==> src/rtl/pdmv_pkg.sv <==
`timescale 1ns / 1ps

package pdmv_pkg;

  // Pair store geometry
  localparam int PAIR_SLOTS = 1024;
  localparam int SLOT_W     = $clog2(PAIR_SLOTS);

  // Field and datapath widths
  localparam int COORD_W = 20;
  localparam int DIFF_W  = COORD_W + 1;
  localparam int SQ_W    = 2 * DIFF_W;
  localparam int DIST_W  = SQ_W / 2;
  localparam int DSUM_W  = 37;
  localparam int SSUM_W  = 58;
  localparam int CNT_W   = 16;
  localparam int MEAN_W  = 21;
  localparam int VAR_W   = 42;
  localparam int ENTRY_W = DSUM_W + SSUM_W;

  // Stream word widths
  localparam int IN_TDATA_W  = 136;
  localparam int OUT_TDATA_W = 80;

  // Iterative unit step counts
  localparam int RT_STEPS   = DIST_W;
  localparam int RT_CNT_W   = $clog2(RT_STEPS + 1);
  localparam int DIV_W      = SSUM_W;
  localparam int DIV_CNT_W  = $clog2(DIV_W + 1);
  localparam int DQ_STEPS   = DSUM_W;
  localparam int SQ_STEPS   = SSUM_W;
  localparam int RT_REM_W   = DIST_W + 3;

  // Saturation limits
  localparam logic [DSUM_W-1:0] DSUM_MAX = {DSUM_W{1'b1}};
  localparam logic [SSUM_W-1:0] SSUM_MAX = {SSUM_W{1'b1}};
  localparam logic [MEAN_W-1:0] MEAN_MAX = {MEAN_W{1'b1}};
  localparam logic [VAR_W-1:0]  VAR_MAX  = {VAR_W{1'b1}};
  localparam logic [CNT_W-1:0]  CNT_MAX  = {CNT_W{1'b1}};

  // Request to the square root unit
  typedef struct packed {
    logic            start;
    logic [SQ_W-1:0] radicand;
  } rt_req_t;

  // Request to the divider
  typedef struct packed {
    logic                 start;
    logic [DIV_CNT_W-1:0] steps;
    logic [DIV_W-1:0]     dividend;
    logic [CNT_W-1:0]     divisor;
  } div_req_t;

endpackage

==> src/rtl/pdmv_div.sv <==
`timescale 1ns / 1ps

module pdmv_div (
  input  logic                        clk_i,
  input  logic                        rst_ni,
  input  pdmv_pkg::div_req_t          req_i,
  output logic                        done_o,
  output logic [pdmv_pkg::DIV_W-1:0]  quotient_o
);
  import pdmv_pkg::*;

  logic                 busy_q;
  logic                 done_q;
  logic [DIV_CNT_W-1:0] cnt_q;
  logic [DIV_W-1:0]     dvd_q;
  logic [DIV_W-1:0]     quo_q;
  logic [CNT_W-1:0]     rem_q;
  logic [CNT_W-1:0]     dvs_q;
  logic [CNT_W:0]       trial;
  logic [CNT_W:0]       diff;
  logic                 fits;

  // Shift in the next dividend bit and try a subtract
  assign trial = {rem_q, dvd_q[DIV_W-1]};
  assign diff  = trial - {1'b0, dvs_q};
  assign fits  = (trial >= {1'b0, dvs_q});

  // Control: one quotient bit per cycle
  always_ff @(posedge clk_i or negedge rst_ni) begin
    if (!rst_ni) begin
      busy_q <= 1'b0;
      done_q <= 1'b0;
      cnt_q  <= '0;
    end else begin
      done_q <= 1'b0;
      if (req_i.start) begin
        busy_q <= 1'b1;
        cnt_q  <= req_i.steps;
      end else if (busy_q) begin
        cnt_q <= cnt_q - 1'b1;
        if (cnt_q == DIV_CNT_W'(1)) begin
          busy_q <= 1'b0;
          done_q <= 1'b1;
        end
      end
    end
  end

  // Datapath: restoring division, dividend taken from its top bit down
  always_ff @(posedge clk_i) begin
    if (req_i.start) begin
      dvd_q <= req_i.dividend;
      dvs_q <= req_i.divisor;
      rem_q <= '0;
      quo_q <= '0;
    end else if (busy_q) begin
      dvd_q <= {dvd_q[DIV_W-2:0], 1'b0};
      quo_q <= {quo_q[DIV_W-2:0], fits};
      rem_q <= fits ? diff[CNT_W-1:0] : trial[CNT_W-1:0];
    end
  end

  assign done_o     = done_q;
  assign quotient_o = quo_q;

  property p_done_after_busy;
    @(posedge clk_i) disable iff (!rst_ni) done_q |-> $past(busy_q);
  endproperty
  a_done_after_busy: assert property (p_done_after_busy)
    else $error("divider done without a running pass");

  property p_no_restart;
    @(posedge clk_i) disable iff (!rst_ni) busy_q |-> !req_i.start;
  endproperty
  a_no_restart: assert property (p_no_restart)
    else $error("divider started while busy");

  property p_rem_below;
    @(posedge clk_i) disable iff (!rst_ni) busy_q |-> (rem_q < dvs_q);
  endproperty
  a_rem_below: assert property (p_rem_below)
    else $error("divider remainder not below divisor");

endmodule

==> config.mk <==
export PLATFORM = sky130hd
export DESIGN_NAME = pdmv_div
export DESIGN_NICKNAME = d
export VERILOG_FILES = /design/src/rtl/pdmv_pkg.sv /design/src/rtl/pdmv_div.sv
export SDC_FILE = /design/constraint.sdc
export NUM_CORES = 1
export LEC_CHECK = 0
export BUFFER_PORTS_ARGS = -buffer_cell sky130_fd_sc_hd__buf_2
export CAP_MARGIN = 25
export CORE_AREA = 2 2 161 163
export DETAILED_ROUTE_END_ITERATION = 8
export DIE_AREA = 0 0 163 165
export PLACE_DENSITY = 0.5
export SYNTH_ARGS = -nofsm -noshare
export SYNTH_HDL_FRONTEND = slang
export SYNTH_SLANG_ARGS = --single-unit
==> constraint.sdc <==
create_clock -name clk_i -period 2.7 [get_ports clk_i]
set_input_delay 0.135 -clock clk_i [delete_from_list [all_inputs] [get_ports clk_i]]
set_output_delay 0.135 -clock clk_i [all_outputs]
set_load 0.05 [all_outputs]
### Yosys cells after proc, flatten, opt, wreduce, memory -nomap -nowiden

Index checks and enable logic that the tools add are counted.

* register bits: 156
* latch bits: 0
* memory bits (writable): 0
* memory bits (read-only): 0
* input bits: 83
* output and inout bits: 59
* memories kept: 0

* add/sub/neg operators: 2
* $mul: 0
* divide/modulo/power cells: 0
* $lt $le $gt $ge: 1
* equal/unequal tests: 1
* shift operators: 0
* multiplexer cells: 11
* bitwise logic cells: 0
* reductions and logical operators: 1

Operator list (count)
* two-way mux 58 bit: 2
* >= comparator 17 x 16 -> 1 bit: 1
* two-way mux 16 bit: 1
* subtractor 16 bit: 1
* two-way mux 6 bit: 2
* equality test 6 x 1 -> 1 bit, second input constant: 1
* two-way mux 1 bit: 6
* subtractor 6 x 1 -> 6 bit, second input constant: 1
* nonzero test 2 bit: 1

### Logic depth before layout (Yosys ltp)

Gate-level depths: netlist (run 1).

* depth after elaboration: 4
* gate-level depth with buffers: 11
* depth with buffers taken out: 9

### Worst setup path after synthesis (run 1)

OpenSTA, ideal clock, no wires.

* kind: register to register
* start point: reg dvs_q[14]
* end point: reg rem_q[0]
* library setup time: 0.086 ns
* arrival time: 2.122 ns
* path slack: 0.492 ns
* stages on the path, launching flop included: 9
* buffers on the path: 0
* clock period less this slack: 2.208 ns
* path through: edfxtp_1 > inv_1 > ha_1 > a21o_2 > a211o_1 > a211oi_2 > a32o_2 > mux2_2 > a211oi_1

* word-level cells in the longest chain between the ends: 2

RTL lines
* from (decl): RTL line pdmv_div.sv:18 `logic [CNT_W-1:0] dvs_q;`
* from (signal assigned): RTL line pdmv_div.sv:53 `dvs_q <= req_i.divisor;`
* >= comparator 17 x 16 -> 1 bit: RTL line pdmv_div.sv:26 `assign fits = (trial >= {1'b0, dvs_q});`
* two-way mux 16 bit: RTL line pdmv_div.sv:59 `rem_q <= fits ? diff[CNT_W-1:0] : trial[CNT_W-1:0];`
* to (signal assigned): RTL line pdmv_div.sv:59
* to (decl): RTL line pdmv_div.sv:17 `logic [CNT_W-1:0] rem_q;`

No other way between the ends.
A chain may end at the register's enable or synchronous reset.

### Worst setup path after layout (run 1)

Same ends and word-level chain as after synthesis.

==> flow_summary.ini, run 1 <==
[detailed_routing]
finalWirelength_mm = 16.40
detail_route.drc_violations = 0
drtIter0Drc = 183
drt-wirelength-per-cell_um = 14.53
final_antenna_net_count = 0
num_vias = 4959
mean_number_of_vias_per_cell = 4.392
drt_first_pass_iters = 4

[pwr]
share_seq_of_total_power = 0.483
switching_share = 0.2389
design_power_total_mw = 5.651
vdd_ir_drop_max_mv = 0.3298
cellPowerDensity_nw_per_um2 = 614.2
power.internal_mw = 4.301
net-switching-power_mw = 1.350
power.clock.fraction = 0.404
cellLeakagePower_nw = 4.252
power_frac_comb = 0.113

[yosys]
most_frequently_used_cell_type_in_the_post_synthesis_netlist = sky130_fd_sc_hd__nor2_1
ys_async_sr_fraction = 0.05128
avgSynthCellArea_um2 = 11.91
netlist_area_um2 = 6930
synth.cells.most_frequent = 84 x sky130_fd_sc_hd__nor2_1, 74 x sky130_fd_sc_hd__dfxtp_1, 74 x sky130_fd_sc_hd__edfxtp_1, 58 x sky130_fd_sc_hd__mux2_2, 58 x sky130_fd_sc_hd__mux2i_1
synth-edff-count = 74
synth_largest_type_area_fraction = 0.3206
synth_seq_cells = 156
synth_sequential_area_ratio = 0.5633
ys_warn_count = 0
number_of_nets_produced_by_synthesis = 684
synthDistinctLibCells = 62
dominant_cell_type_by_area_after_synthesis = sky130_fd_sc_hd__edfxtp_1
synth_cells = 582
synth.top_cells.by_area = sky130_fd_sc_hd__edfxtp_1 32%, sky130_fd_sc_hd__dfxtp_1 21%, sky130_fd_sc_hd__mux2_2 9.4%
ys.flop_type = sky130_fd_sc_hd__edfxtp_1

[clock_tree]
numCtsBuffers = 17
clk_path_buf_depth = 2
post_cts_resize_count = 0
ctsHtreeMaxLevel = 4
tritoncts = yes
worst_skew_pair.late_latency_ns = 0.42
cts.root.buffer_cell = sky130_fd_sc_hd__clkbuf_16
clkTransAtPathRegs_ns = 0.06
cts_num_sinks = 156

[floorplan]
die_w_um = 163
core_region_area_um2 = 25040
pin_count = 142
chipHeight_um = 165
initial_utilization = 0.2768
rows = 58
dieArea_um2 = 26900

[placement]
placedCellCount = 1035
dp_hpwl_mm = 11.00
gp_congestion = 0.8584
place.port_buffers = 141
placement.setup.worst_slack_ns = 0.1732

[global_route]
grt_pass1_vias = 5062
grt_start_max_net_pins = 61
gr-total-overflow = 0
number_of_antenna_violations_at_the_first_check_in_global_routing = 3
grt_first_pass_wirelength_mm = 26.45
grt.total_usage = 0.1259

[layout]
nNetsFinal = 887
drive_gt1_frac = 0.3233
finish.cell_count_without_fillers = 1129
sequential_cell_area_um2 = 3908
fin_util = 0.3675
combined_area_of_the_multi_input_logic_cells_um2 = 2803
flow.area_growth_from_synthesis_pct = 32.75
filler_cell_count = 2533

[critical_path]
cp-end-kind = flip-flop
critPathArrivalTime_ns = 2.86
worst_ep_required_time_ns = 3.03
crit_fanout = 11
cpMaxStageDelayCell = sky130_fd_sc_hd__a32o_2
crit_type = reg -> reg
critPathLaunchType = flip-flop
critical_path.cell_chain = inv_1 > ha_1 > a21o_2 > a211o_1 > a211oi_2 > a32o_2 > mux2_2 > a211oi_1
slowest_delay_ns = 0.37

[timing]
fin_crit_ns = 2.533
slew_violations = 0
fmax_mhz = 394.8
final_min_period_over_clock_period = 0.9382
skew_ns = 0.009865
transition_time_of_the_tightest_slew_check_pin_ns = 0.5640
setup_slack_ns = 0.1670
setup_viol_count_final = 0
final-hold-violation-count = 0
timing.max_slew.rel_slack = 0.6240

[worst_hold_path]
worst_hold_path_class = in -> reg

[run]
cap_violations = 0

[run_status]
status = completed
## power by group through the flow
stage / sequential (mW) / clock [mW] / combinational [mW]
after detailed placement: 2.78 / 0 / 0.575
final: 2.73 / 2.28 / 0.640
after global placement: 2.78 / 0 / 0.571
after CTS: 2.73 / 2.38 / 0.642
after floorplan: 2.75 / 0 / 0.419
after global routing: 2.75 / 2.47 / 0.713
## final cells by class
class	count	area share
clock inverters	9	0.009384
inverters	23	0.009384
flip-flops and latches	156	0.4247
multi-input cells	373	0.3046
well taps	330	0.04488
diodes	1	0.0002720
repair buffers	214	0.1567
clock buffers	23	0.05005
## layout by cell type (no fill, tap or decap), types with 3 or more instances in the layout
master                            n
sky130_fd_sc_hd__a211oi_1         4
sky130_fd_sc_hd__a21o_1           3
sky130_fd_sc_hd__a21oi_1          9
sky130_fd_sc_hd__a311oi_1         5
sky130_fd_sc_hd__a31oi_1          3
sky130_fd_sc_hd__a32oi_1          6
sky130_fd_sc_hd__buf_12           3
sky130_fd_sc_hd__buf_2          140
sky130_fd_sc_hd__buf_4           12
sky130_fd_sc_hd__clkbuf_1         3
sky130_fd_sc_hd__clkbuf_16       17
sky130_fd_sc_hd__dfrtp_1          7
sky130_fd_sc_hd__dfxtp_1         74
sky130_fd_sc_hd__dlygate4sd3_1   59
sky130_fd_sc_hd__edfxtp_1        74
sky130_fd_sc_hd__ha_1            18
sky130_fd_sc_hd__inv_1           22
sky130_fd_sc_hd__mux2_2          58
sky130_fd_sc_hd__mux2i_1         58
sky130_fd_sc_hd__nand2_1         31
sky130_fd_sc_hd__nand2b_1         4
sky130_fd_sc_hd__nand3_1         13
sky130_fd_sc_hd__nand4_1          3
sky130_fd_sc_hd__nor2_1          84
sky130_fd_sc_hd__nor3_1           3
sky130_fd_sc_hd__o21ai_0         12
sky130_fd_sc_hd__o21ai_1          3
sky130_fd_sc_hd__o31ai_1          3
sky130_fd_sc_hd__xnor2_1          6
sky130_fd_sc_hd__xor2_1           7
## path summary, 6_finish.rpt
check | start | end | slack (ns) | cells past startpoint
max in group asynchronous | rst_ni | busy_q | 2.41 | 2
min reg2reg | quotient_o[57] | quotient_o[57] | 0.50 | 2
min in group asynchronous | rst_ni | done_o | 0.10 | 2
min | req_i[66] | dvd_q[50] | 0.02 | 2
max | dvs_q[14] | rem_q[0] | 0.17 | 8
max reg2reg | dvs_q[14] | rem_q[0] | 0.17 | 8
## cell families after synthesis
family | share of synthesized area
simple gates | 0.1051
fa+ha+maj | 0.03539
flops | 0.5633
xor+xnor | 0.01643
buf+inv | 0.03232
mux | 0.1780
compound gates | 0.06951
## sequential cells by signal, indices dropped and copies added, names as in the netlist
| register | flops |
|---|---|
| quotient_o | 58 |
| cnt_q | 6 |
| dvs_q | 16 |
| done_o | 1 |
| rem_q | 16 |
| busy_q | 1 |
| dvd_q | 58 |
## routing by layer
| layer | GRT usage | vias to the layer above | part of all wire |
|---|---|---|---|
| met5 | 0 | - | 0.0016 |
| met4 | 0.04023 | 4 | 0.014 |
| met3 | 0.03767 | 20 | 0.037 |
| met2 | 0.2142 | 86 | 0.49 |
| met1 | 0.1529 | 2341 | 0.45 |
| li1 | - | 2508 | - |
## critical path: cells and delay by family, from the launching register on
kind            cells  cell delay (ns)
mux                 1             0.37
buf+inv             1             0.04
fa+ha+maj           1             0.34
compound gates      5             1.36
flops               1             0.32
## metrics by stage
| step | hold slack (ns) | cell area, um2 | setup TNS (ns) |
|---|---|---|---|
| after floorplan | -0.1606 | 6930 | 0 |
| after global placement | -0.007332 | 8045 | 0 |
| after detailed placement | -0.007461 | 8045 | 0 |
| after CTS | 0.0002271 | 9143 | 0 |
| after global routing | 0.001138 | 9200 | -0.01120 |
| final | 0.02183 | 9200 | 0 |
## timing repair
item | CTS | global route
hold endpoints to repair | 62 | 4
hold buffers | 55 | 4
buffers inserted | 0 | 2
endpoints found under the setup margin | 0 | 1
Note: power is estimated with default switching activity, not from simulation.
==> run 2: changes to the inputs <==
- CORE_AREA: 2 2 161 163 -> 2 2 207 127
- DIE_AREA: 0 0 163 165 -> 0 0 209 129
==> run 2 against run 1 <==
Against the previous run: utilization increased by 0.88 points; wire length rose by 2.0%; sequential share of layout area down 1.0 points; setup slack lost 0.015 ns; first-iteration DRC count grew 67%; critical path depth is the same; maximum frequency down 0.61%; register-to-register slack got worse by 0.02 ns; largest cell class unchanged; global-route usage increased by 0.47 points; largest power group unchanged; final cell count is 1.5% higher; final area up 2.5%; power is 0.95% higher.
==> flow_summary.ini, run 2 (synthesis gave the netlist of run 1 again) <==
[timing]
final_min_period_over_clock_period = 0.9439
fmax_mhz = 392.4
slew_violations = 0
setup_repair_after_global_routing_missed_its_margin = no
setup_viol_count_final = 0
final-hold-violation-count = 0
skew_ns = 0.01295
fin_setup_tns_ns = 0
timing.max_slew.rel_slack = 0.6472
transition_time_of_the_tightest_slew_check_pin_ns = 0.5218
setup_slack_ns = 0.1515
fin_crit_ns = 2.548

[critical_path]
critPathLaunchType = flip-flop
cp_delay_by_family_top = compound AO/OA/AOI/OAI gates
crit_type = reg -> reg
worst_ep_required_time_ns = 3.02
slowest_delay_ns = 0.37
critical_path.cell_chain = ha_1 > a21o_2 > a211o_1 > a211oi_2 > a32o_2 > buf_4 > nand2_1 > a311oi_2
cpMaxStageDelayCell = sky130_fd_sc_hd__ha_1
crit_fanout = 14
critPathArrivalTime_ns = 2.87
path_buf_inv = 1
cp-end-kind = flip-flop

[floorplan]
pin_count = 142
core_region_area_um2 = 25060
initial_utilization = 0.2766
rows = 45
chipHeight_um = 129
die_w_um = 209
dieArea_um2 = 26960

[clock_tree]
clk_path_buf_depth = 2
cts.root.buffer_cell = sky130_fd_sc_hd__clkbuf_16
numCtsBuffers = 17
ctsHtreeMaxLevel = 4
worst_skew_pair.late_latency_ns = 0.44
clkTransAtPathRegs_ns = 0.06
tritoncts = yes
cts_num_sinks = 156

[global_route]
grt.total_usage = 0.1306
number_of_antenna_violations_at_the_first_check_in_global_routing = 1
grt_start_max_net_pins = 61
grt_first_pass_wirelength_mm = 27.14
grt_pass1_vias = 4942
gr-total-overflow = 0

[layout]
nNetsFinal = 905
flow.area_growth_from_synthesis_pct = 36.04
fin_area_um2 = 9428
drive_gt1_frac = 0.3223
finish.cell_count_without_fillers = 1146
final_common_cell = sky130_fd_sc_hd__buf_2
most-common-layout-cells = 140 x sky130_fd_sc_hd__buf_2, 84 x sky130_fd_sc_hd__nor2_1, 79 x sky130_fd_sc_hd__dlygate4sd3_1

[detailed_routing]
mean_number_of_vias_per_cell = 4.408
drtIter0Drc = 305
drt_first_pass_iters = 5
final_antenna_net_count = 0
drt-wirelength-per-cell_um = 14.60
num_vias = 5051
detail_route.drc_violations = 0
finalWirelength_mm = 16.73

[placement]
gp_congestion = 0.8560
dp_hpwl_mm = 11.08
place.port_buffers = 141
placement.setup.worst_slack_ns = 0.1014
placed_instance_area_um2 = 8048
placedCellCount = 1034

[worst_hold_path]
worst_hold_path_class = in -> reg

[pwr]
cellLeakagePower_nw = 4.331
cellPowerDensity_nw_per_um2 = 605.1
vdd_ir_drop_max_mv = 0.3979

[run]
cap_violations = 0

[run_status]
status = completed
run 2: report_power, final:
group | internal, mW | total, mW | switching, mW
registers | 2.66 | 2.73 | 0.0657
clock network | 1.30 | 2.30 | 1.00
logic | 0.355 | 0.677 | 0.322
run 2: area by class of cell:
type	instances	area [um2]
fill	2475	15630
antenna	1	2.502
sequential	156	3908
tap	329	411.6
clock buffer	24	498.0
clock inverter	8	60.06
multi-input combinational	373	2831
inverter	23	86.33
timing repair buffer	232	1630
run 2: layer usage:
layer,track usage,routed length (um),part of all wire
met5,0,0,0
met4,0.03908,163,0.0097
met3,0.04833,1028,0.061
met2,0.1778,6839,0.41
met1,0.1900,8698,0.52
run 2: through the flow:
step	total power, mW	utilization	hold slack, ns
2_1_floorplan	3.173	-	-0.1606
3_3_place_gp	3.359	0.3212	-0.007554
3_5_place_dp	3.355	0.3212	-0.01145
4_1_cts	5.790	0.3750	0.002502
5_1_grt	5.995	0.3763	0.01216
6_report	5.705	0.3763	0.02354
run 2: path summary, 6_finish.rpt:
path                           startpoint              to  slack, ns  cells after the start
min in group asynchronous          rst_ni        cnt_q[4]       0.09                      2
min                             req_i[39]       dvd_q[23]       0.02                      2
max                             rem_q[13]        rem_q[6]       0.15                      8
max in group asynchronous          rst_ni          busy_q       2.42                      2
min reg2reg                quotient_o[57]  quotient_o[57]       0.50                      2
max reg2reg                     rem_q[13]        rem_q[6]       0.15                      8
run 2: timing repair:
action	4_1_cts	5_1_grt
setup buffers	0	0
endpoints found under the hold margin	86	0
endpoints found under the setup margin	0	2
gates resized for setup	0	7
hold buffers	79	0
run 2: worst register-to-register path, stage by stage (launching register included):
cell and delay (ns):
sky130_fd_sc_hd__dfxtp_1 0.33, sky130_fd_sc_hd__ha_1 0.37, sky130_fd_sc_hd__a21o_2 0.24, sky130_fd_sc_hd__a211o_1 0.33
sky130_fd_sc_hd__a211oi_2 0.24, sky130_fd_sc_hd__a32o_2 0.27, sky130_fd_sc_hd__buf_4 0.23, sky130_fd_sc_hd__nand2_1 0.09
sky130_fd_sc_hd__a311oi_2 0.34
