<file path="config.mk">
export PLATFORM = sky130hd
export DESIGN_NAME = pdmv_isqrt
export DESIGN_NICKNAME = d
export VERILOG_FILES = /design/src/rtl/pdmv_pkg.sv /design/src/rtl/pdmv_isqrt.sv
export SDC_FILE = /design/constraint.sdc
export NUM_CORES = 1
export LEC_CHECK = 0
export ABC_CLOCK_PERIOD_IN_PS = 4450
export BUFFER_PORTS_ARGS = -buffer_cell sky130_fd_sc_hd__buf_4
export CELL_PAD_IN_SITES_DETAIL_PLACEMENT = 0
export CELL_PAD_IN_SITES_GLOBAL_PLACEMENT = 1
export CORE_ASPECT_RATIO = 0.8
export CORE_UTILIZATION = 49
export CTS_BUF_LIST = sky130_fd_sc_hd__clkbuf_4 sky130_fd_sc_hd__clkbuf_8 sky130_fd_sc_hd__clkbuf_16
export DETAILED_ROUTE_END_ITERATION = 8
export PLACE_DENSITY = 0.88
export SYNTH_ARGS = -nofsm -noshare
export SYNTH_HDL_FRONTEND = slang
export SYNTH_SLANG_ARGS = --single-unit
export TNS_END_PERCENT = 50
</file>
<file path="constraint.sdc">
create_clock -name clk_i -period 4.45 [get_ports clk_i]
set_input_delay 0.2225 -clock clk_i [delete_from_list [all_inputs] [get_ports clk_i]]
set_output_delay 0.2225 -clock clk_i [all_outputs]
set_load 0.05 [all_outputs]
</file>
<file path="src/rtl/pdmv_pkg.sv">
`timescale 1ns / 1ps

package pdmv_pkg;

  // Pair store geometry
  localparam int PAIR_SLOTS = 1024;
  localparam int SLOT_W     = $clog2(PAIR_SLOTS);

  // Field and datapath widths
  localparam int COORD_W = 20;
  localparam int DIFF_W  = COORD_W + 1;
  localparam int SQ_W    = 2 * DIFF_W;
  localparam int DIST_W  = SQ_W / 2;
  localparam int DSUM_W  = 37;
  localparam int SSUM_W  = 58;
  localparam int CNT_W   = 16;
  localparam int MEAN_W  = 21;
  localparam int VAR_W   = 42;
  localparam int ENTRY_W = DSUM_W + SSUM_W;

  // Stream word widths
  localparam int IN_TDATA_W  = 136;
  localparam int OUT_TDATA_W = 80;

  // Iterative unit step counts
  localparam int RT_STEPS   = DIST_W;
  localparam int RT_CNT_W   = $clog2(RT_STEPS + 1);
  localparam int DIV_W      = SSUM_W;
  localparam int DIV_CNT_W  = $clog2(DIV_W + 1);
  localparam int DQ_STEPS   = DSUM_W;
  localparam int SQ_STEPS   = SSUM_W;
  localparam int RT_REM_W   = DIST_W + 3;

  // Saturation limits
  localparam logic [DSUM_W-1:0] DSUM_MAX = {DSUM_W{1'b1}};
  localparam logic [SSUM_W-1:0] SSUM_MAX = {SSUM_W{1'b1}};
  localparam logic [MEAN_W-1:0] MEAN_MAX = {MEAN_W{1'b1}};
  localparam logic [VAR_W-1:0]  VAR_MAX  = {VAR_W{1'b1}};
  localparam logic [CNT_W-1:0]  CNT_MAX  = {CNT_W{1'b1}};

  // Request to the square root unit
  typedef struct packed {
    logic            start;
    logic [SQ_W-1:0] radicand;
  } rt_req_t;

  // Request to the divider
  typedef struct packed {
    logic                 start;
    logic [DIV_CNT_W-1:0] steps;
    logic [DIV_W-1:0]     dividend;
    logic [CNT_W-1:0]     divisor;
  } div_req_t;

endpackage

</file>
<file path="src/rtl/pdmv_isqrt.sv">
`timescale 1ns / 1ps

module pdmv_isqrt (
  input  logic                   clk_i,
  input  logic                   rst_ni,
  input  pdmv_pkg::rt_req_t      req_i,
  output logic                   done_o,
  output logic [pdmv_pkg::DIST_W-1:0] root_o
);
  import pdmv_pkg::*;

  logic                busy_q;
  logic                done_q;
  logic [RT_CNT_W-1:0] cnt_q;
  logic [SQ_W-1:0]     rad_q;
  logic [RT_REM_W-1:0] rem_q;
  logic [DIST_W-1:0]   root_q;
  logic [RT_REM_W-1:0] rem_sh;
  logic [RT_REM_W-1:0] trial;
  logic                fits;

  // Bring down the next two radicand bits and try the next root bit
  assign rem_sh = {rem_q[RT_REM_W-3:0], rad_q[SQ_W-1 -: 2]};
  assign trial  = {1'b0, root_q, 2'b01};
  assign fits   = (rem_sh >= trial);

  // Control: one root bit per cycle
  always_ff @(posedge clk_i or negedge rst_ni) begin
    if (!rst_ni) begin
      busy_q <= 1'b0;
      done_q <= 1'b0;
      cnt_q  <= '0;
    end else begin
      done_q <= 1'b0;
      if (req_i.start) begin
        busy_q <= 1'b1;
        cnt_q  <= RT_CNT_W'(RT_STEPS);
      end else if (busy_q) begin
        cnt_q <= cnt_q - 1'b1;
        if (cnt_q == RT_CNT_W'(1)) begin
          busy_q <= 1'b0;
          done_q <= 1'b1;
        end
      end
    end
  end

  // Datapath: restoring digit-by-digit root
  always_ff @(posedge clk_i) begin
    if (req_i.start) begin
      rad_q  <= req_i.radicand;
      rem_q  <= '0;
      root_q <= '0;
    end else if (busy_q) begin
      rad_q <= {rad_q[SQ_W-3:0], 2'b00};
      if (fits) begin
        rem_q  <= rem_sh - trial;
        root_q <= {root_q[DIST_W-2:0], 1'b1};
      end else begin
        rem_q  <= rem_sh;
        root_q <= {root_q[DIST_W-2:0], 1'b0};
      end
    end
  end

  assign done_o = done_q;
  assign root_o = root_q;

  property p_done_after_busy;
    @(posedge clk_i) disable iff (!rst_ni) done_q |-> $past(busy_q);
  endproperty
  a_done_after_busy: assert property (p_done_after_busy)
    else $error("root done without a running pass");

  property p_no_restart;
    @(posedge clk_i) disable iff (!rst_ni) busy_q |-> !req_i.start;
  endproperty
  a_no_restart: assert property (p_no_restart)
    else $error("root unit started while busy");

  property p_rem_bound;
    @(posedge clk_i) disable iff (!rst_ni) busy_q |-> (rem_q[RT_REM_W-1:RT_REM_W-2] == 2'b00);
  endproperty
  a_rem_bound: assert property (p_rem_bound)
    else $error("root remainder overflow");

endmodule

</file>
-- After elaboration in Yosys (flattened, before gate mapping)
Index checks and enable logic that the tools add are counted.
- output and inout port bits: 22
- bits in registers: 92
- bits of input ports: 45
- add/sub/neg operators: 2
- reduce and logical (&&, ||, !) cells: 1
- order comparisons: 1
- muxes and demuxes: 12
- equal/unequal tests: 1
- operators with widths (operator ; count):
    $mux 42 ; 2
    $ge 24x23->1 ; 1
    $mux 22 ; 1
    $sub 22x22->22 ; 1
    $mux 5 ; 2
    $mux 1 ; 7
    $eq 5x1->1 const B ; 1
    $sub 5x1->5 const B ; 1
    $reduce_bool 2->1 ; 1

-- Logic depth before layout (Yosys ltp)
Gate-level depths: netlist of run 1.
- depth after elaboration: 4
- depth in mapped cells: 11
- gate-level depth less buffers: 9

-- Least setup slack after synthesis of run 1
No wires, ideal clock.
- kind: reg2reg
- from: register root_q[9] (netlist: root_o[9])
- to: register rem_q[5]
- arrival: 2328 ps
- path buffers: 1
- cell stages (with the launch flop): 11
- setup time: 147 ps
- period minus slack after synthesis: 2474 ps
- data required time: 4303 ps
- path slack: 1976 ps
- path through: dfxtp_1 > inv_1 > ha_1 > a21oi_4 > o211ai_1 > a41oi_2 > o21ai_2 > a21oi_2 > buf_6 > mux2i_1 > a211oi_1
- word-level cells in the longest chain between the ends: 2
- ends and longest elaborated chain (what ; RTL line ; RTL):
    from (decl) ; pdmv_isqrt.sv:17 ; logic [DIST_W-1:0] root_q;
    from (signal assigned) ; pdmv_isqrt.sv:58 ; root_q <= {root_q[DIST_W-2:0], 1'b1};
    from (signal assigned) ; pdmv_isqrt.sv:61 ; root_q <= {root_q[DIST_W-2:0], 1'b0};
    $ge 24x23->1 ; pdmv_isqrt.sv:25 ; assign fits = (rem_sh >= trial);
    $mux 22 ; pdmv_isqrt.sv:56 ; if (fits) begin
    to (signal assigned) ; pdmv_isqrt.sv:57 ; rem_q <= rem_sh - trial;
    to (signal assigned) ; pdmv_isqrt.sv:60 ; rem_q <= rem_sh;
    to (decl) ; pdmv_isqrt.sv:16 ; logic [RT_REM_W-1:0] rem_q;
No other way between the ends.
A chain may end at the register's enable or synchronous reset.

-- Final worst setup path of run 1
- from: register root_q[7] (netlist: root_o[7])
- to: register rem_q[6]
Same word-level chain as after synthesis.

==> run summary, run 1 <==
The flow ran to the end, and the final reports show no timing, DRC or antenna violations. The number of synthesis warnings is 0, and the global routing usage summed across all routing layers is 20.1%. The HPWL after detailed placement is 6.98 mm. The area of the mapped netlist was 0.00497 mm2. The overall via count from detail_route was 3556; the total of max-cap violations was 0. The critical path contains buffers and inverters numbering 2 combined.

The number of port buffers was 66; the total negative setup slack was 0 ns. Setup repair after global routing left no endpoint under its margin. Class of the tightest hold or removal check: input pin to flip-flop. The largest net degree at the start of global routing is 55, and the global routing usage on met3 is 4.30%. The largest total area in the synthesized netlist belongs to sky130_fd_sc_hd__edfxtp_1.

For the finished layout, the period the worst path requires is 2.66 ns. The power per unit of standard cell area is 606 mW/mm2, and the count of distinct cell types in the synthesized netlist is 54. Global routing finished with a remaining overflow of 0.

Each instance of the synthesized netlist takes up on average 10.6 um2. The share of the synthesized area in the top cell type was 25.4%; the worst slack at placement was 1.85 ns. The clock passes through at most 2 buffers. The slowest stage of the critical path is the sky130_fd_sc_hd__dfxtp_1 cell. Gate family responsible for the most delay along the worst path: compound AO/OA/AOI/OAI gates. The clock root buffer is sky130_fd_sc_hd__clkbuf_16. Of all nets on the critical path, the largest fanout is 32.

The fraction of final layout cells sized beyond drive strength 1 was 25.7%. The die is 115 um wide. The smallest setup slack after layout came out at 1.79 ns. The via count of the first global-routing pass was 3350; the final weighted congestion in routability-driven placement was 0.875. The TritonCTS sink count is 92, and the number of flops mapped to enable cells by yosys is 42. STA classifies the critical path endpoint as a flip-flop. The proportion of synthesized flip-flops having asynchronous set or reset came out at 7.61%.

Peak supply drop: 0.336 mV. In this run the static leakage power is 2.54 nW. Based on the critical path, the design can be clocked at up to 376 MHz. The worst setup path category was flip-flop to flip-flop.

For the pin with the worst max-slew slack, the measured transition is 0.966 ns. For the number of iterations in the first detailed-routing pass, the log shows 4. The logs give 0.00557 mm2 for the post-placement cell area and 0.33 ns for the clock latency of the later-clocked register in the worst-skew pair. Counting instances in the post-synthesis netlist gives the leading cell types as 46 x sky130_fd_sc_hd__nor2_1, 43 x sky130_fd_sc_hd__dfxtp_1, 42 x sky130_fd_sc_hd__edfxtp_1, 40 x sky130_fd_sc_hd__mux2_2. After synthesis, flip-flops and latches occupy 46.2% of the total area. The number of antenna diodes in the final layout is 0. Met2 track utilization from global routing: 30.1%. Number of antenna violations at the first check in global routing: 0. After detailed routing, the average wire length per cell comes to 15.2 um. The worst setup path is launched from a flip-flop. The area of the die came out at 0.0105 mm2.

In the global route stage, met1 resource usage came out at 29.4%. The logs give 32 for the number of core rows and 0 for the final routed DRC violation total. In the routed layout, each cell is associated on average with a via count of 5.31. After routing the design area is 0.00590 mm2.

Measured along the y axis, the die boundary spans 92.1 um. The floorplan step defined a core boundary enclosing 0.00973 mm2. The worst endpoint data arrival time came out at 2.84 ns. The most used flip-flop cell after synthesis is sky130_fd_sc_hd__dfxtp_1. The ratio of final minimum period to clock period was 59.8%.

The boundary pin count was 67; the H-tree depth was 3. Clock-pin slew was measured on the worst setup and hold paths at 0.07 ns. For the total setup buffers inserted after CTS, the log shows 0. Once the floorplan was initialized, standard cells occupied 51.1% of the core. The tools report the final count of hold timing violations as 0.

Counting flops and latches in the post-synthesis netlist gives 92. The post-synthesis net count is 539, and the number of buffers added by the clock tree synthesis step is 9. The total power is 3.57 mW.

The run gives 0 as the final max-slew violation count. At the worst endpoint, the required time is 4.63 ns. The first global-routing pass estimated 16.6 mm of wire.

Synthesis produced 469 cells. After global routing, the most crowded layer is met2. For this block, the routed nets add up to 10.2 mm of wire. The most frequent cell after synthesis was sky130_fd_sc_hd__nor2_1. The area growth from synthesis to layout is 18.7%. The run gives 177 as the starting DRC count in detailed routing.

The final layout contains 599 nets. The tools report the count of hold buffers inserted by post-cts repair as 1. On the final layout, the worst hold slack is 0.174 ns.

The number of nets with antenna violations after detailed routing is 0. The number of gates resized after CTS was 0. After synthesis, the cell types taking the most area are sky130_fd_sc_hd__edfxtp_1 25%, sky130_fd_sc_hd__dfxtp_1 17%, sky130_fd_sc_hd__mux2_2 9.1%. The delay contributed by the slowest stage of the critical path came out at 0.40 ns. TritonCTS built the clock tree. On the final layout, the worst clock skew is 0.00773 ns.

Worst max-slew margin expressed relative to the limit: 35.3%. Walking the worst path, the cells encountered are inv_1, ha_1, a21oi_1, o211ai_1, a41oi_2, o21ai_2, a21oi_2, buf_4, mux2i_1, a211oi_1. The run gives 0 as the final setup violation count.
-- per-stage QoR --
stage | instances | util, %
2_1_floorplan | 469 | -
3_3_place_gp | 653 | 57.2
3_5_place_dp | 653 | 57.2
4_1_cts | 670 | 60.6
5_1_grt | 670 | 60.6
6_report | 670 | 60.6
-- cell usage in the layout, fill, tap and decap left out, types with 5 or more instances in the layout --
cell type and n:
sky130_fd_sc_hd__buf_4 70, sky130_fd_sc_hd__nor2_1 46, sky130_fd_sc_hd__dfxtp_1 43, sky130_fd_sc_hd__edfxtp_1 42, sky130_fd_sc_hd__mux2_2 40, sky130_fd_sc_hd__inv_1 31
sky130_fd_sc_hd__mux2i_1 31, sky130_fd_sc_hd__nand2_1 29, sky130_fd_sc_hd__ha_1 25, sky130_fd_sc_hd__a21oi_1 19, sky130_fd_sc_hd__a211oi_1 14, sky130_fd_sc_hd__xnor2_1 14
sky130_fd_sc_hd__o21ai_0 13, sky130_fd_sc_hd__nand2b_1 11, sky130_fd_sc_hd__xor2_1 9, sky130_fd_sc_hd__clkbuf_16 9, sky130_fd_sc_hd__a32oi_1 7, sky130_fd_sc_hd__dfrtp_1 6
sky130_fd_sc_hd__a21o_1 5, sky130_fd_sc_hd__o211ai_1 5, sky130_fd_sc_hd__nor3_1 5
-- state kept, by name, summed over array words and instances, names as in the netlist --
register,cells
done_o,1
rad_q,42
root_o,21
busy_q,1
cnt_q,5
rem_q,22
-- logic make-up after synthesis --
| kind of cell | synth area share (%) |
|---|---|
| xor gates and xnor gates | 4.05 |
| buffers and inverters | 4.36 |
| muxes | 15.3 |
| adders and majority gates | 6.30 |
| AOI/OAI and AO/OA | 13.1 |
| DFF | 46.2 |
| and+or+nand+nor | 10.6 |
-- power breakdown --
group	switching [mW]	total, mW	internal (mW)
clock network	0.328	0.823	0.495
logic	0.906	1.64	0.733
registers	0.0886	1.11	1.02
total	1.32	3.57	2.25
-- worst reg2reg max path, cell delays in order, from the launching register on --
cell and delay (ns):
sky130_fd_sc_hd__dfxtp_1 0.40, sky130_fd_sc_hd__inv_1 0.07, sky130_fd_sc_hd__ha_1 0.35, sky130_fd_sc_hd__a21oi_1 0.27, sky130_fd_sc_hd__o211ai_1 0.16, sky130_fd_sc_hd__a41oi_2 0.25, sky130_fd_sc_hd__o21ai_2 0.09, sky130_fd_sc_hd__a21oi_2 0.11
sky130_fd_sc_hd__buf_4 0.38, sky130_fd_sc_hd__mux2i_1 0.31, sky130_fd_sc_hd__a211oi_1 0.12
-- final cells by class --
class / instances / area [um2]
fillers: 830 / 3830
flip-flops and latches: 92 / 2300
well taps: 136 / 170
clock buffers: 9 / 225
multi-input cells: 324 / 2450
inverters: 31 / 116
clock inverters: 7 / 98.8
repair buffers: 71 / 536
-- per-layer routing --
layer	up-vias	wire, um
li1	1807	-
met1	1677	5090
met2	65	4580
met3	7	383
met4	0	93
met5	-	0
-- final timing paths --
| check | start | endpoint | slack (ns) | cells past startpoint |
|---|---|---|---|---|
| worst min register to register | rem_q[20] | rem_q[20] | 0.48 | 2 |
| min in group asynchronous | rst_ni | cnt_q[4] | 0.24 | 2 |
| max in group asynchronous | rst_ni | busy_q | 4.08 | 2 |
| worst max-delay path | root_o[7] | rem_q[6] | 1.79 | 10 |
| worst min-delay path | req_i[1] | rad_q[1] | 0.17 | 2 |
| worst max register to register | root_o[7] | rem_q[6] | 1.79 | 10 |
No activity file was read; power rests on OpenSTA's default activity.
==> inputs of run 2 (changes only) <==
Settings changed: ABC_CLOCK_PERIOD_IN_PS 4450 to 2200, CORE_UTILIZATION 49 to 41, PLACE_DENSITY 0.88 to 0.79.
Clock period 4.45 ns to 2.2 ns, I/O delays scaled along.
==> run summary, run 2 (same netlist as run 1, synthesis figures left out) <==
In this run the count of I/O pins placed on the die edge is 67. For the total of max-cap violations, the log shows 0. The initial utilization of the core area, before any placement, comes to 42.7%. The clock tree synthesis step divided the H-tree into 3 levels. The hold-critical path depth works out to 2.

The worst-margin pin slew is 0.669 ns, and the final count of hold timing violations is 0. For this block, wires on met1 add up to 5.64 mm. The via count of the first global-routing pass is 3680. Once detailed placement completed, the half-perimeter wirelength came to 7.72 mm. The power per unit of standard cell area is 1270 mW/mm2. The routed design could run at a clock period as short as 2.24 ns.

Headroom to the max-slew limit came out at 55.3%. Top routing layer in use: met4. The flow ran to the end, but the final reports show violations.

The remaining global-route overflow is 0, and the TritonCTS sink count is 92. The clock arrives with 0.00730 ns of skew. For the final routed DRC violation total, the log shows 0.

On the final layout, the worst hold slack is 0.0479 ns. The sort of element at the start of the critical path is a flip-flop. The tools report the final max-slew violation count as 0. The floorplan step defined a die boundary enclosing 0.0126 mm2. The maximum net fanout on the critical path came out at 4. The endpoint of the worst hold path was rad_q[1].

In this run the deepest clock path goes through 2 buffers. Height of the die: 100 um. In the layout the commonest cells are 119 x sky130_fd_sc_hd__buf_4, 45 x sky130_fd_sc_hd__nor2_1, 42 x sky130_fd_sc_hd__edfxtp_1, 40 x sky130_fd_sc_hd__mux2_2. STA classifies the critical path endpoint as a flip-flop.

More flip-flops sit in one register than any other, and that register is rad_q. In this run the static leakage power is 2.87 nW. The clock edge transition at the registers on the reported setup and hold paths is 0.07 ns, and the final setup violation count is 2. For the final routed database, the setup TNS stands at -0.0554 ns. In this run the standard cell core region covers 0.0116 mm2. The tree is rooted in a sky130_fd_sc_hd__clkbuf_16. The register with the most flip-flops in the layout has 42 of them.

The path class of the tightest hold or removal check is input pin to flip-flop. Entering global routing, the biggest net connects 46 pins. The fraction of final layout cells sized beyond drive strength 1 came out at 43.9%. The required time at the endpoint of the critical path is 2.47 ns, and the ratio of final minimum period to clock period is 102%.

The start point of the worst hold path was req_i[1]. The tools report the total wirelength of the detailed-routed design as 11.2 mm. The number of antenna violations at the first check in global routing was 0.

After the first detailed-routing iteration, the DRC count stood at 292. For the number of iterations in the first detailed-routing pass, the log shows 6. Filler cell count: 996. The final reports fail on setup timing. TritonCTS built the clock tree.

The number of clock buffers added by TritonCTS is 9. For this run, the post-layout net count is 655. For the worst-skew pair, the clock arrives at the later sink with an insertion delay of 0.34 ns. Setup repair after global routing could not meet its margin everywhere. The library cell used most frequently in the layout, excluding fill and tap cells, is sky130_fd_sc_hd__buf_4. The number of inserted diodes was 0; the met2 wire length was 5.02 mm. Per-cell via count in the routed design: 5.15. For the number of nets with antenna violations after detailed routing, the log shows 0. Worst setup path category: flip-flop to flip-flop. The layout overhead on the synthesized area was 35.1%. The first global-routing pass estimated 18.3 mm of wire. Buffers placed on the I/O ports in this run total 66. In the final routed layout, each cell accounts on average for 15.2 um.

For flop-to-flop paths, the worst setup slack is -0.04 ns. Data on the critical path arrives at its endpoint at 2.51 ns. The run gives 18.2% as the global routing usage summed across all routing layers.

Across all layers, the routed design uses 3801 vias. The worst register-to-register path begins at root_o[5]. The worst register-to-register path ends at rem_q[21]. The smallest setup slack after layout was -0.0382 ns.

The die boundary width is 125 um, and the number of core rows is 35. The final weighted congestion in routability-driven placement was 0.861; the count of cells along the worst register-to-register path was 9. The peak supply drop came out at 0.659 mV. The routed design uses 475 um of met3 wire. Derived from the worst setup path, the maximum achievable clock frequency is 447 MHz.
-- run 2: cell count changes in the layout (fill, tap and decap cells not counted), moves of 5 or more --
cell,delta
sky130_fd_sc_hd__dfxtp_1,-20
sky130_fd_sc_hd__buf_4,+49
sky130_fd_sc_hd__nand2_1,-5
sky130_fd_sc_hd__dfxtp_2,+7
sky130_fd_sc_hd__a21oi_1,-9
sky130_fd_sc_hd__dfxtp_4,+13
sky130_fd_sc_hd__a21oi_2,+6
sky130_fd_sc_hd__ha_4,+10
sky130_fd_sc_hd__ha_1,-14
sky130_fd_sc_hd__buf_6,+5
-- run 2: power by group --
group	leakage [nW]	total (mW)	switching [mW]	internal, mW
clock	0.142	1.58	0.697	0.885
sequential	0.893	2.24	0.180	2.06
combinational	1.83	4.68	2.30	2.38
total	2.87	8.51	3.18	5.33
-- run 2: metal layers --
layer	track usage (%)	vias to the layer above
met4	5.53	0
met5	0	-
met1	27.0	1783
li1	-	1914
met3	4.03	12
met2	26.3	92
-- run 2: final cells by class --
| cell class | instances | area (um2) | share of cell area [%] |
|---|---|---|---|
| clock inverter | 7 | 72.6 | 1.08 |
| timing repair buffer | 127 | 1000 | 14.9 |
| inverter | 31 | 116 | 1.73 |
| clock buffer | 9 | 225 | 3.35 |
| sequential | 92 | 2360 | 35.1 |
| multi-input combinational | 324 | 2760 | 41.1 |
| tap | 148 | 185 | 2.76 |
-- run 2: through the flow --
step / instances / total power [mW] / setup WS [ns] / util (%) / cell area, um2
3_3_place_gp: 716 / 6.16 / -0.155 / 52.5 / 6120
2_1_floorplan: 469 / 5.00 / 0.0107 / - / 5100
5_1_grt: 738 / 9.03 / -0.149 / 57.6 / 6710
6_report: 738 / 8.51 / -0.0382 / 57.6 / 6710
4_1_cts: 734 / 7.94 / -0.0621 / 55.6 / 6470
3_5_place_dp: 716 / 6.20 / -0.0865 / 52.5 / 6120
-- run 2: critical path, cell delays in order (launching register included) --
cell                      delay, ns
sky130_fd_sc_hd__dfxtp_4       0.35
sky130_fd_sc_hd__inv_2         0.04
sky130_fd_sc_hd__ha_4          0.28
sky130_fd_sc_hd__buf_6         0.10
sky130_fd_sc_hd__nand4_1       0.11
sky130_fd_sc_hd__o31a_1        0.31
sky130_fd_sc_hd__o21ai_2       0.18
sky130_fd_sc_hd__a21oi_4       0.11
sky130_fd_sc_hd__or4_4         0.55
sky130_fd_sc_hd__o21ai_2       0.13
-- run 2: timing repair --
action / 4_1_cts / 5_1_grt
resized for setup: 10 / 44
buffers inserted: 1 / 4
cloned: 0 / 0
pin swaps: 3 / 14
setup endpoints to repair: 19 / 22
endpoints found under the hold margin: 7 / 0
hold buffers: 1 / 0
-- run 2: how the worst max path moves through the flow --
stage                     from         to  slack, ns  cells past startpoint
global placement     root_o[5]  rem_q[20]      -0.15                     10
CTS                  root_o[3]   rem_q[3]      -0.06                     10
finish               root_o[5]  rem_q[21]      -0.04                      9
global route         root_o[5]  rem_q[21]      -0.15                      9
detailed placement  root_o[11]  rem_q[16]      -0.09                     10
floorplan            root_o[5]  rem_q[18]       0.01                      9
